## src/js_string_unescape_utf8_unit_macros.svh

```systemverilog
// Assertion macros shared by the string unescape unit.
`ifndef JS_STRING_UNESCAPE_UTF8_UNIT_MACROS_SVH
`define JS_STRING_UNESCAPE_UTF8_UNIT_MACROS_SVH

// Check a consequence in the same cycle as its cause.
`define JSU_CHECK_NOW(label, clk, rst, ante, cons) \
   label: assert property (@(posedge clk) disable iff (rst) (ante) |-> (cons)) \
      else $error("jsu same-cycle check failed");

// Check a consequence in the cycle after its cause.
`define JSU_CHECK_NEXT(label, clk, rst, ante, cons) \
   label: assert property (@(posedge clk) disable iff (rst) (ante) |=> (cons)) \
      else $error("jsu next-cycle check failed");

`endif

```

## src/jsu_pkg.sv

```systemverilog
// Types, character codes and decode helpers of the string unescape unit.
package jsu_pkg;

   localparam int unsigned MAX_RES = 4;

   localparam logic [7:0] CH_NUL   = 8'h00;
   localparam logic [7:0] CH_LF    = 8'h0A;
   localparam logic [7:0] CH_CR    = 8'h0D;
   localparam logic [7:0] CH_TAB   = 8'h09;
   localparam logic [7:0] CH_BS    = 8'h08;
   localparam logic [7:0] CH_FF    = 8'h0C;
   localparam logic [7:0] CH_VT    = 8'h0B;
   localparam logic [7:0] CH_DQUOTE = 8'h22;
   localparam logic [7:0] CH_SQUOTE = 8'h27;
   localparam logic [7:0] CH_SLASH = 8'h2F;
   localparam logic [7:0] CH_ZERO  = 8'h30;
   localparam logic [7:0] CH_SEVEN = 8'h37;
   localparam logic [7:0] CH_NINE  = 8'h39;
   localparam logic [7:0] CH_BSL   = 8'h5C;
   localparam logic [7:0] CH_LO_A  = 8'h61;
   localparam logic [7:0] CH_LO_B  = 8'h62;
   localparam logic [7:0] CH_LO_F  = 8'h66;
   localparam logic [7:0] CH_LO_N  = 8'h6E;
   localparam logic [7:0] CH_LO_R  = 8'h72;
   localparam logic [7:0] CH_LO_T  = 8'h74;
   localparam logic [7:0] CH_LO_U  = 8'h75;
   localparam logic [7:0] CH_LO_V  = 8'h76;
   localparam logic [7:0] CH_LO_X  = 8'h78;
   localparam logic [7:0] CASE_BIT = 8'h20;

   localparam logic [7:0]  ZERO_CODE  = 8'h80;
   localparam logic [7:0]  CONT_MARK  = 8'h80;
   localparam logic [7:0]  LEAD2_MARK = 8'hC0;
   localparam logic [7:0]  LEAD3_MARK = 8'hE0;
   localparam logic [15:0] ONE_BYTE_MAX = 16'h007F;
   localparam logic [15:0] TWO_BYTE_MAX = 16'h07FF;
   localparam logic [15:0] OCT_CLAMP    = 16'd255;

   localparam logic [0:0] REG_QUOTE = 1'b0;
   localparam logic [7:0] QUOTE_RESET = 8'h22;

   typedef enum logic [1:0] {
      KIND_DATA  = 2'd0,
      KIND_CLOSE = 2'd1,
      KIND_END   = 2'd2,
      KIND_BREAK = 2'd3
   } kind_type;

   typedef enum logic [5:0] {
      MODE_NORMAL = 6'b000001,
      MODE_ESC    = 6'b000010,
      MODE_OCT    = 6'b000100,
      MODE_HEX2   = 6'b001000,
      MODE_HEX4   = 6'b010000,
      MODE_CRLF   = 6'b100000
   } mode_type;

   typedef struct packed {
      logic [7:0] data;
      kind_type   kind;
      logic       bad;
   } res_type;

   typedef struct packed {
      logic    emit;
      logic    esc;
      res_type res;
   } plain_type;

   typedef struct packed {
      logic [1:0]      cnt;
      logic [2:0][7:0] bytes;
   } utf8_type;

   typedef struct packed {
      logic       ok;
      logic [3:0] val;
   } hex_type;

   function automatic res_type make_res(logic [7:0] data, kind_type kind, logic bad);
      res_type r;
      r.data = data;
      r.kind = kind;
      r.bad  = bad;
      return r;
   endfunction

   function automatic plain_type plain_fn(logic [7:0] b, logic [7:0] quote);
      plain_type p;
      p.emit = 1'b1;
      p.esc  = 1'b0;
      p.res  = make_res(b, KIND_DATA, 1'b0);
      if (b == quote) begin
         p.res = make_res(8'h00, KIND_CLOSE, 1'b0);
      end else if (b == CH_NUL) begin
         p.res = make_res(8'h00, KIND_END, 1'b0);
      end else if (b == CH_CR || b == CH_LF) begin
         p.res = make_res(8'h00, KIND_BREAK, 1'b0);
      end else if (b == CH_BSL) begin
         p.emit = 1'b0;
         p.esc  = 1'b1;
      end
      return p;
   endfunction

   function automatic hex_type hex_fn(logic [7:0] b);
      hex_type h;
      logic [7:0] lo;
      lo = b | CASE_BIT;
      h.ok  = 1'b0;
      h.val = 4'd0;
      if (b inside {[CH_ZERO:CH_NINE]}) begin
         h.ok  = 1'b1;
         h.val = b[3:0];
      end else if (lo inside {[CH_LO_A:CH_LO_F]}) begin
         h.ok  = 1'b1;
         h.val = 4'(lo - CH_LO_A + 8'd10);
      end
      return h;
   endfunction

   function automatic utf8_type utf8_fn(logic [15:0] v);
      utf8_type u;
      u.bytes = '0;
      if (v == 16'd0) begin
         u.cnt      = 2'd1;
         u.bytes[0] = ZERO_CODE;
      end else if (v <= ONE_BYTE_MAX) begin
         u.cnt      = 2'd1;
         u.bytes[0] = v[7:0];
      end else if (v <= TWO_BYTE_MAX) begin
         u.cnt      = 2'd2;
         u.bytes[0] = LEAD2_MARK | {3'd0, v[10:6]};
         u.bytes[1] = CONT_MARK | {2'd0, v[5:0]};
      end else begin
         u.cnt      = 2'd3;
         u.bytes[0] = LEAD3_MARK | {4'd0, v[15:12]};
         u.bytes[1] = CONT_MARK | {2'd0, v[11:6]};
         u.bytes[2] = CONT_MARK | {2'd0, v[5:0]};
      end
      return u;
   endfunction

   function automatic logic [15:0] oct_clamp(logic [15:0] v);
      return (v > OCT_CLAMP) ? OCT_CLAMP : v;
   endfunction

endpackage

```

## src/js_string_unescape_utf8_unit.sv

```systemverilog
// Top level of the quoted-string unescape unit with UTF-8 output.
//
// Usage:
// - req channel: one raw string-body byte per word (req_in_byte), valid/ready.
// - rsp channel: decoded words, one per cycle while rsp_ready is high: rsp_out_byte, rsp_kind
//   (data, closed, input ended, line break), rsp_bad_escape, and rsp_last on
//   the final word caused by a request byte.
// - csr port: APB-style; register 0 at address 0 is the closing quote byte.
// Timing: words of a byte appear on rsp in the cycle after it is accepted.
// Throughput: one byte per cycle when it decodes to at most one word and
// rsp_ready is high; a byte that yields n words (up to four) holds the
// result buffer until its last word drains, since the buffer drains one word
// per cycle while rsp_ready is high. A byte that yields nothing leaves it empty.
// Reset: decoder returns to plain text, result buffer empties, the quote
// byte returns to a double quote.
// Stall: while rsp_ready is low the buffered words hold and req_ready drops
// once the buffer cannot be freed in the current cycle.
`include "js_string_unescape_utf8_unit_macros.svh"

module js_string_unescape_utf8_unit (
   input  logic        clock,
   input  logic        reset,
   input  logic        req_valid,
   output logic        req_ready,
   input  logic [7:0]  req_in_byte,
   output logic        rsp_valid,
   input  logic        rsp_ready,
   output logic [7:0]  rsp_out_byte,
   output logic [1:0]  rsp_kind,
   output logic        rsp_bad_escape,
   output logic        rsp_last,
   input  logic        csr_psel,
   input  logic        csr_penable,
   input  logic        csr_pwrite,
   input  logic [2:0]  csr_paddr,
   input  logic [31:0] csr_pwdata,
   output logic [31:0] csr_prdata,
   output logic        csr_pready
);
   import jsu_pkg::*;

   logic [7:0]  quote_ff;
   mode_type    mode_ff, mode_in;
   logic [15:0] ev_ff, ev_in;
   logic [2:0]  dc_ff, dc_in;
   logic [2:0]  cnt_ff, cnt_in;
   logic [1:0]  pos_ff, pos_in;
   res_type     ent_ff [MAX_RES];
   res_type     ent_in [MAX_RES];

   logic        acc;
   logic        csr_wr;
   logic [0:0]  csr_idx;
   logic        code_go;
   logic [15:0] code_v;
   logic [1:0]  ntail;
   res_type     tail [2];
   plain_type   pl;
   utf8_type    enc;
   hex_type     hx;
   logic [2:0]  ncode;
   logic [2:0]  nres;
   logic [2:0]  dc_inc;
   logic [15:0] ev_oct;
   logic [15:0] ev_hex;
   logic [2:0]  limit;
   logic        use_plain;
   logic [2:0]  slot;
   res_type     cur;

   // configuration
   assign csr_pready = 1'b1;
   assign csr_idx    = csr_paddr[2:2];
   assign csr_wr     = csr_psel && csr_penable && csr_pwrite && csr_pready;
   assign csr_prdata = (csr_idx == REG_QUOTE) ? {24'd0, quote_ff} : 32'd0;

   always_ff @(posedge clock) begin
      if (reset) begin
         quote_ff <= QUOTE_RESET;
      end else if (csr_wr && csr_idx == REG_QUOTE) begin
         quote_ff <= csr_pwdata[7:0];
      end
   end

   // handshake
   assign rsp_valid = (cnt_ff != 3'd0);
   assign req_ready = (cnt_ff == 3'd0) || (rsp_ready && cnt_ff == 3'd1);
   assign acc       = req_valid && req_ready;

   assign cur            = ent_ff[pos_ff];
   assign rsp_out_byte   = cur.data;
   assign rsp_kind       = cur.kind;
   assign rsp_bad_escape = cur.bad;
   assign rsp_last       = (cnt_ff == 3'd1);

   // decode
   always_comb begin
      mode_in   = mode_ff;
      ev_in     = ev_ff;
      dc_in     = dc_ff;
      code_go   = 1'b0;
      code_v    = ev_ff;
      ntail     = 2'd0;
      tail[0]   = '0;
      tail[1]   = '0;
      use_plain = 1'b0;
      pl        = plain_fn(req_in_byte, quote_ff);
      hx        = hex_fn(req_in_byte);
      dc_inc    = dc_ff + 3'd1;
      ev_oct    = {ev_ff[12:0], req_in_byte[2:0]};
      ev_hex    = {ev_ff[11:0], hx.val};
      limit     = (mode_ff == MODE_HEX2) ? 3'd2 : 3'd4;

      case (mode_ff)
         MODE_ESC: begin
            mode_in = MODE_NORMAL;
            if (req_in_byte inside {[CH_ZERO:CH_SEVEN]}) begin
               mode_in = MODE_OCT;
               ev_in   = {13'd0, req_in_byte[2:0]};
               dc_in   = 3'd1;
            end else begin
               ntail = 2'd1;
               case (req_in_byte)
                  CH_NUL:   tail[0] = make_res(8'h00, KIND_END, 1'b0);
                  CH_CR: begin
                     ntail   = 2'd0;
                     mode_in = MODE_CRLF;
                  end
                  CH_LF:    ntail = 2'd0;
                  CH_LO_N:  tail[0] = make_res(CH_LF, KIND_DATA, 1'b0);
                  CH_LO_R:  tail[0] = make_res(CH_CR, KIND_DATA, 1'b0);
                  CH_LO_T:  tail[0] = make_res(CH_TAB, KIND_DATA, 1'b0);
                  CH_LO_B:  tail[0] = make_res(CH_BS, KIND_DATA, 1'b0);
                  CH_LO_F:  tail[0] = make_res(CH_FF, KIND_DATA, 1'b0);
                  CH_LO_V:  tail[0] = make_res(CH_VT, KIND_DATA, 1'b0);
                  CH_SLASH: begin
                     ntail   = 2'd2;
                     tail[0] = make_res(CH_BSL, KIND_DATA, 1'b0);
                     tail[1] = make_res(CH_SLASH, KIND_DATA, 1'b0);
                  end
                  CH_LO_U: begin
                     ntail   = 2'd0;
                     mode_in = MODE_HEX4;
                     ev_in   = 16'd0;
                     dc_in   = 3'd0;
                  end
                  CH_LO_X: begin
                     ntail   = 2'd0;
                     mode_in = MODE_HEX2;
                     ev_in   = 16'd0;
                     dc_in   = 3'd0;
                  end
                  CH_DQUOTE, CH_SQUOTE, CH_BSL: begin
                     tail[0] = make_res(req_in_byte, KIND_DATA, 1'b0);
                  end
                  default:  tail[0] = make_res(req_in_byte, KIND_DATA, 1'b1);
               endcase
            end
         end
         MODE_OCT: begin
            if (req_in_byte != quote_ff && req_in_byte inside {[CH_ZERO:CH_SEVEN]}) begin
               ev_in = ev_oct;
               dc_in = dc_inc;
               if (dc_inc >= 3'd3) begin
                  code_go = 1'b1;
                  code_v  = oct_clamp(ev_oct);
                  mode_in = MODE_NORMAL;
               end
            end else begin
               code_go   = 1'b1;
               code_v    = oct_clamp(ev_ff);
               use_plain = 1'b1;
            end
         end
         MODE_HEX2, MODE_HEX4: begin
            if (req_in_byte != quote_ff && hx.ok) begin
               ev_in = ev_hex;
               dc_in = dc_inc;
               if (dc_inc >= limit) begin
                  code_go = 1'b1;
                  code_v  = ev_hex;
                  mode_in = MODE_NORMAL;
               end
            end else begin
               code_go   = 1'b1;
               code_v    = ev_ff;
               use_plain = 1'b1;
            end
         end
         MODE_CRLF: begin
            mode_in   = MODE_NORMAL;
            use_plain = (req_in_byte != CH_LF);
         end
         default: begin
            use_plain = 1'b1;
         end
      endcase

      if (use_plain) begin
         mode_in = pl.esc ? MODE_ESC : MODE_NORMAL;
         if (pl.emit) begin
            ntail   = 2'd1;
            tail[0] = pl.res;
         end
      end
   end

   // pack code bytes then tail words into the result slots
   always_comb begin
      enc   = utf8_fn(code_v);
      ncode = code_go ? {1'b0, enc.cnt} : 3'd0;
      nres  = ncode + {1'b0, ntail};
      for (int i = 0; i < MAX_RES; i++) begin
         slot = 3'(i) - ncode;
         if (3'(i) < ncode) begin
            ent_in[i] = make_res(enc.bytes[i[1:0]], KIND_DATA, 1'b0);
         end else if (slot < {1'b0, ntail}) begin
            ent_in[i] = tail[slot[0]];
         end else begin
            ent_in[i] = '0;
         end
      end
   end

   always_comb begin
      cnt_in = cnt_ff;
      pos_in = pos_ff;
      if (acc) begin
         cnt_in = nres;
         pos_in = 2'd0;
      end else if (rsp_valid && rsp_ready) begin
         cnt_in = cnt_ff - 3'd1;
         pos_in = pos_ff + 2'd1;
      end
   end

   always_ff @(posedge clock) begin
      if (reset) begin
         mode_ff <= MODE_NORMAL;
         ev_ff   <= 16'd0;
         dc_ff   <= 3'd0;
         cnt_ff  <= 3'd0;
         pos_ff  <= 2'd0;
      end else begin
         cnt_ff <= cnt_in;
         pos_ff <= pos_in;
         if (acc) begin
            mode_ff <= mode_in;
            ev_ff   <= ev_in;
            dc_ff   <= dc_in;
         end
      end
   end

   always_ff @(posedge clock) begin
      if (acc) begin
         for (int i = 0; i < MAX_RES; i++) begin
            ent_ff[i] <= ent_in[i];
         end
      end
   end

   `JSU_CHECK_NOW(a_busy_blocks_req, clock, reset, cnt_ff > 3'd1, !req_ready)
   `JSU_CHECK_NEXT(a_words_follow_accept, clock, reset, acc && nres != 3'd0, rsp_valid)
   `JSU_CHECK_NEXT(a_quote_closes, clock, reset,
      acc && mode_ff == MODE_NORMAL && req_in_byte == quote_ff,
      rsp_valid && rsp_kind == KIND_CLOSE && rsp_last && mode_ff == MODE_NORMAL)

endmodule
```

## config.mk

```make
export PLATFORM = sky130hd
export DESIGN_NAME = js_string_unescape_utf8_unit
export DESIGN_NICKNAME = d
export VERILOG_FILES = /design/src/jsu_pkg.sv /design/src/js_string_unescape_utf8_unit.sv
export VERILOG_INCLUDE_DIRS = /design/src /design/src/src
export SDC_FILE = /design/constraint.sdc
export NUM_CORES = 1
export LEC_CHECK = 0
export BUFFER_PORTS_ARGS = -buffer_cell sky130_fd_sc_hd__buf_2
export CAP_MARGIN = 5
export CORE_UTILIZATION = 52
export DETAILED_ROUTE_END_ITERATION = 8
export GPL_TIMING_DRIVEN = 0
export PLACE_DENSITY_LB_ADDON = 0.3
export SYNTH_ARGS = -nofsm -noshare
export SYNTH_HDL_FRONTEND = slang
export SYNTH_SLANG_ARGS = --single-unit
```

## constraint.sdc

```tcl
create_clock -name clock -period 4.2 [get_ports clock]
set_clock_uncertainty 0.2 [all_clocks]
set_input_delay 0.21 -clock clock [delete_from_list [all_inputs] [get_ports clock]]
set_output_delay 0.21 -clock clock [all_outputs]
set_load 0.005 [all_outputs]
```

==> flow_metrics.py <==
metrics = {
    "yosys": {
        "synth_top_cell_area_share_pct": 22.7,
        "netlist_area_mm2": 0.00582,
        "synthCells": 644,
        "synth.area.top_cells": "edfxtp_1 23%, dfxtp_1 14%, nor2_1 5.2%, mux4_2 4.3%, ha_1 4.1%",
        "muxShareOfSynthArea_pct": 4.77,
        "synth_edf_count": 44,
        "synth_simple_gate_area_share_pct": 20.8,
        "ys_top_cells_by_count": "81 x nor2_1, 48 x nand2_1, 45 x a21oi_1",
        "synth.most_common_cell": "nor2_1",
        "yosys.cell_types.count": 87,
        "synth_xor_area_share_pct": 2.41,
        "synthAdderAreaFrac_pct": 4.43,
        "ys_warn_count": 0,
        "yosysSeqAreaShare_pct": 36.5,
        "async_reset_ff_share_pct": 0,
        "synth_top_family_by_area": "compound AO/OA/AOI/OAI gates",
        "postSynthAreaPerCell_um2": 9.03,
        "synth_compound_area_share_pct": 23.8,
        "ys_seq_elements": 84,
        "synth_top_cell_by_area": "edfxtp_1",
        "synth_flop_cell": "edfxtp_1",
    },
    "timing": {
        "rsz0062_at_grt": "yes",
        "max_slew.worst_pin.slew_ns": 0.902,
        "max_clock_freq_ghz": 0.240,
        "relSlewSlack_pct": 38.9,
        "hold_slack_ns": 0.0716,
        "finalMaxSlewViolations": 0,
        "post-route-period-util_pct": 99.3,
        "hold_viol": 0,
        "tns_ns": 0,
        "setup_violations": 0,
        "period_minus_slack_ns": 4.17,
    },
    "worst_setup_path": {
        "end_kind": "flip-flop",
        "critPathKind": "flip-flop to flip-flop",
        "crit_path_start": "mode_ff[5]",
        "r2r-start": "mode_ff[5]",
        "cp_max_fo": 7,
        "arrival_ns": 4.18,
        "worst_ep_required_time_ns": 4.21,
        "start_kind": "flip-flop",
    },
    "routing": {
        "drtIter0Drc": 468,
        "ant_nets": 0,
        "post_drt_wl_per_cell_um": 19.3,
        "first_pass_iters": 7,
        "vias": 5577,
        "routed_wl_mm": 17.3,
        "drc": 0,
        "viasPerCell": 6.22,
    },
    "finish": {
        "n_antenna_cell": 0,
        "fin_area_mm2": 0.00702,
        "final_core_util_pct": 64.4,
        "layout.nets": 821,
        "final_layout_size_suffix_gt1_share_pct": 24.1,
        "area_growth_pct": 20.6,
    },
    "global_route": {
        "grt_pass1_vias": 5094,
        "overflow": 0,
        "grt_max_degree": 50,
        "grt_usage_pct": 30.3,
        "grt_pass1_wl_mm": 27.0,
        "grt_antenna_before_repair": 0,
    },
    "die": {
        "ios": 97,
        "die_area_mm2": 0.0116,
        "initial_utilization_pct": 53.4,
        "chipWidth_um": 108,
        "die_h_um": 108,
        "core-area_mm2": 0.0109,
        "num_rows": 38,
    },
    "placed_design": {
        "hpwlAfterDp_mm": 12.6,
        "placed_cell_area_mm2": 0.00632,
        "port_buffers": 43,
        "place_congestion": 0.979,
    },
    "hold_path": {
        "hp-class": "input port to flip-flop",
        "worstHoldStart": "req_in_byte[3]",
    },
    "clock_network": {
        "clockBufferDepth": 2,
        "h-tree-depth": 3,
        "cts_made_buffers": 9,
        "worstSkewPairLatency_ns": 0.38,
        "cts_tree": "done",
        "clkSinkCount": 84,
        "cts_root_buf": "clkbuf_8",
        "clkTransAtPathRegs_ns": 0.09,
    },
    "pwr": {
        "powerDensity_mw_per_mm2": 336,
        "ir_drop_v": 0.000276,
        "p_leak_nw": 2.60,
    },
    "run_status": {
        "status": "completed",
    },
    "run": {
        "max-cap-violations": 0,
    },
}
-- final timing paths --
path                                      to  slack (ns)  depth (start not counted)
worst max-delay path            ent_ff[2][7]        0.03                         18
worst min-delay path                dc_ff[0]        0.07                          4
worst max register to register  ent_ff[2][7]        0.03                         18
worst min register to register   quote_ff[4]        0.29                          2
-- cells in the final DEF (no fill, tap or decap), drive strengths merged, types with 17 or more instances in the layout --
cell type / n
buf: 98
nor2: 81
nand2: 49
a21oi: 48
edfxtp: 44
dfxtp: 40
clkbuf: 33
conb: 27
inv: 24
o21ai: 23
a211oi: 19
ha: 19
o22ai: 19
a22oi: 18
nand3: 17
-- power breakdown --
group          internal (mW)  switching, mW  leakage, nW
Sequential              1.06         0.0480        0.754
Combinational          0.276          0.354         1.74
Clock                  0.285          0.339        0.105
Total                   1.62          0.740         2.60
-- stage by stage --
| stage | worst slack [ns] | instances | total power, mW |
|---|---|---|---|
| CTS | 0.0206 | 884 | 2.36 |
| floorplan | 0.0461 | 669 | 1.53 |
| detailed placement | -0.687 | 853 | 1.74 |
| finish | 0.0300 | 896 | 2.36 |
| global placement | -0.627 | 852 | 1.71 |
| global route | -0.0624 | 896 | 2.49 |
-- flip-flops by register name, indices dropped and copies added (netlist names), named ones only --
signal,count
cnt_ff,3
dc_ff,3
ent_ff,44
ev_ff,16
mode_ff,6
pos_ff,2
quote_ff,8
-- layer usage --
layer | track usage (%) | wire (um)
met4 | 11.9 | 583
met5 | 0 | 0
met3 | 5.27 | 1260
met2 | 47.0 | 7930
met1 | 41.7 | 7500
-- layout make-up --
class / instances / area, um2
repair buffers: 74 / 500
plain buffers: 57 / 328
well taps: 140 / 175
clock inverters: 7 / 82.6
flip-flops and latches: 84 / 2130
multi-input cells: 504 / 3590
clock buffers: 9 / 124
fillers: 896 / 3870
inverters: 21 / 81.3
-- kinds of logic after synthesis --
family          after synthesis
flops                        84
xor+xnor                     16
buf+inv                      81
mux                          14
other cells                   2
fa+ha+maj                    20
simple gates                235
compound gates              192
-- worst max-delay path, stage by stage (launching register included) --
cell,delay (ns)
dfxtp_4,0.37
nor3_4,0.22
and3_4,0.23
ha_4,0.20
a21bo_4,0.21
a21oi_4,0.22
nor2_4,0.11
nand3_2,0.11
o211ai_2,0.16
o221ai_4,0.19
nor2b_4,0.24
inv_4,0.07
ha_4,0.26
inv_2,0.04
ha_4,0.22
nor2b_1,0.12
or4_4,0.54
buf_8,0.16
o22ai_1,0.15
-- timing repair --
| action | CTS | global route |
|---|---|---|
| resized for setup | 20 | 31 |
| hold endpoints to repair | 9 | 0 |
| endpoints found under the setup margin | 26 | 26 |
| hold buffers | 9 | 0 |
| cloned | 0 | 1 |
| pin swaps | 5 | 14 |
| setup buffers | 7 | 13 |
(Power assumes the default switching activity.)
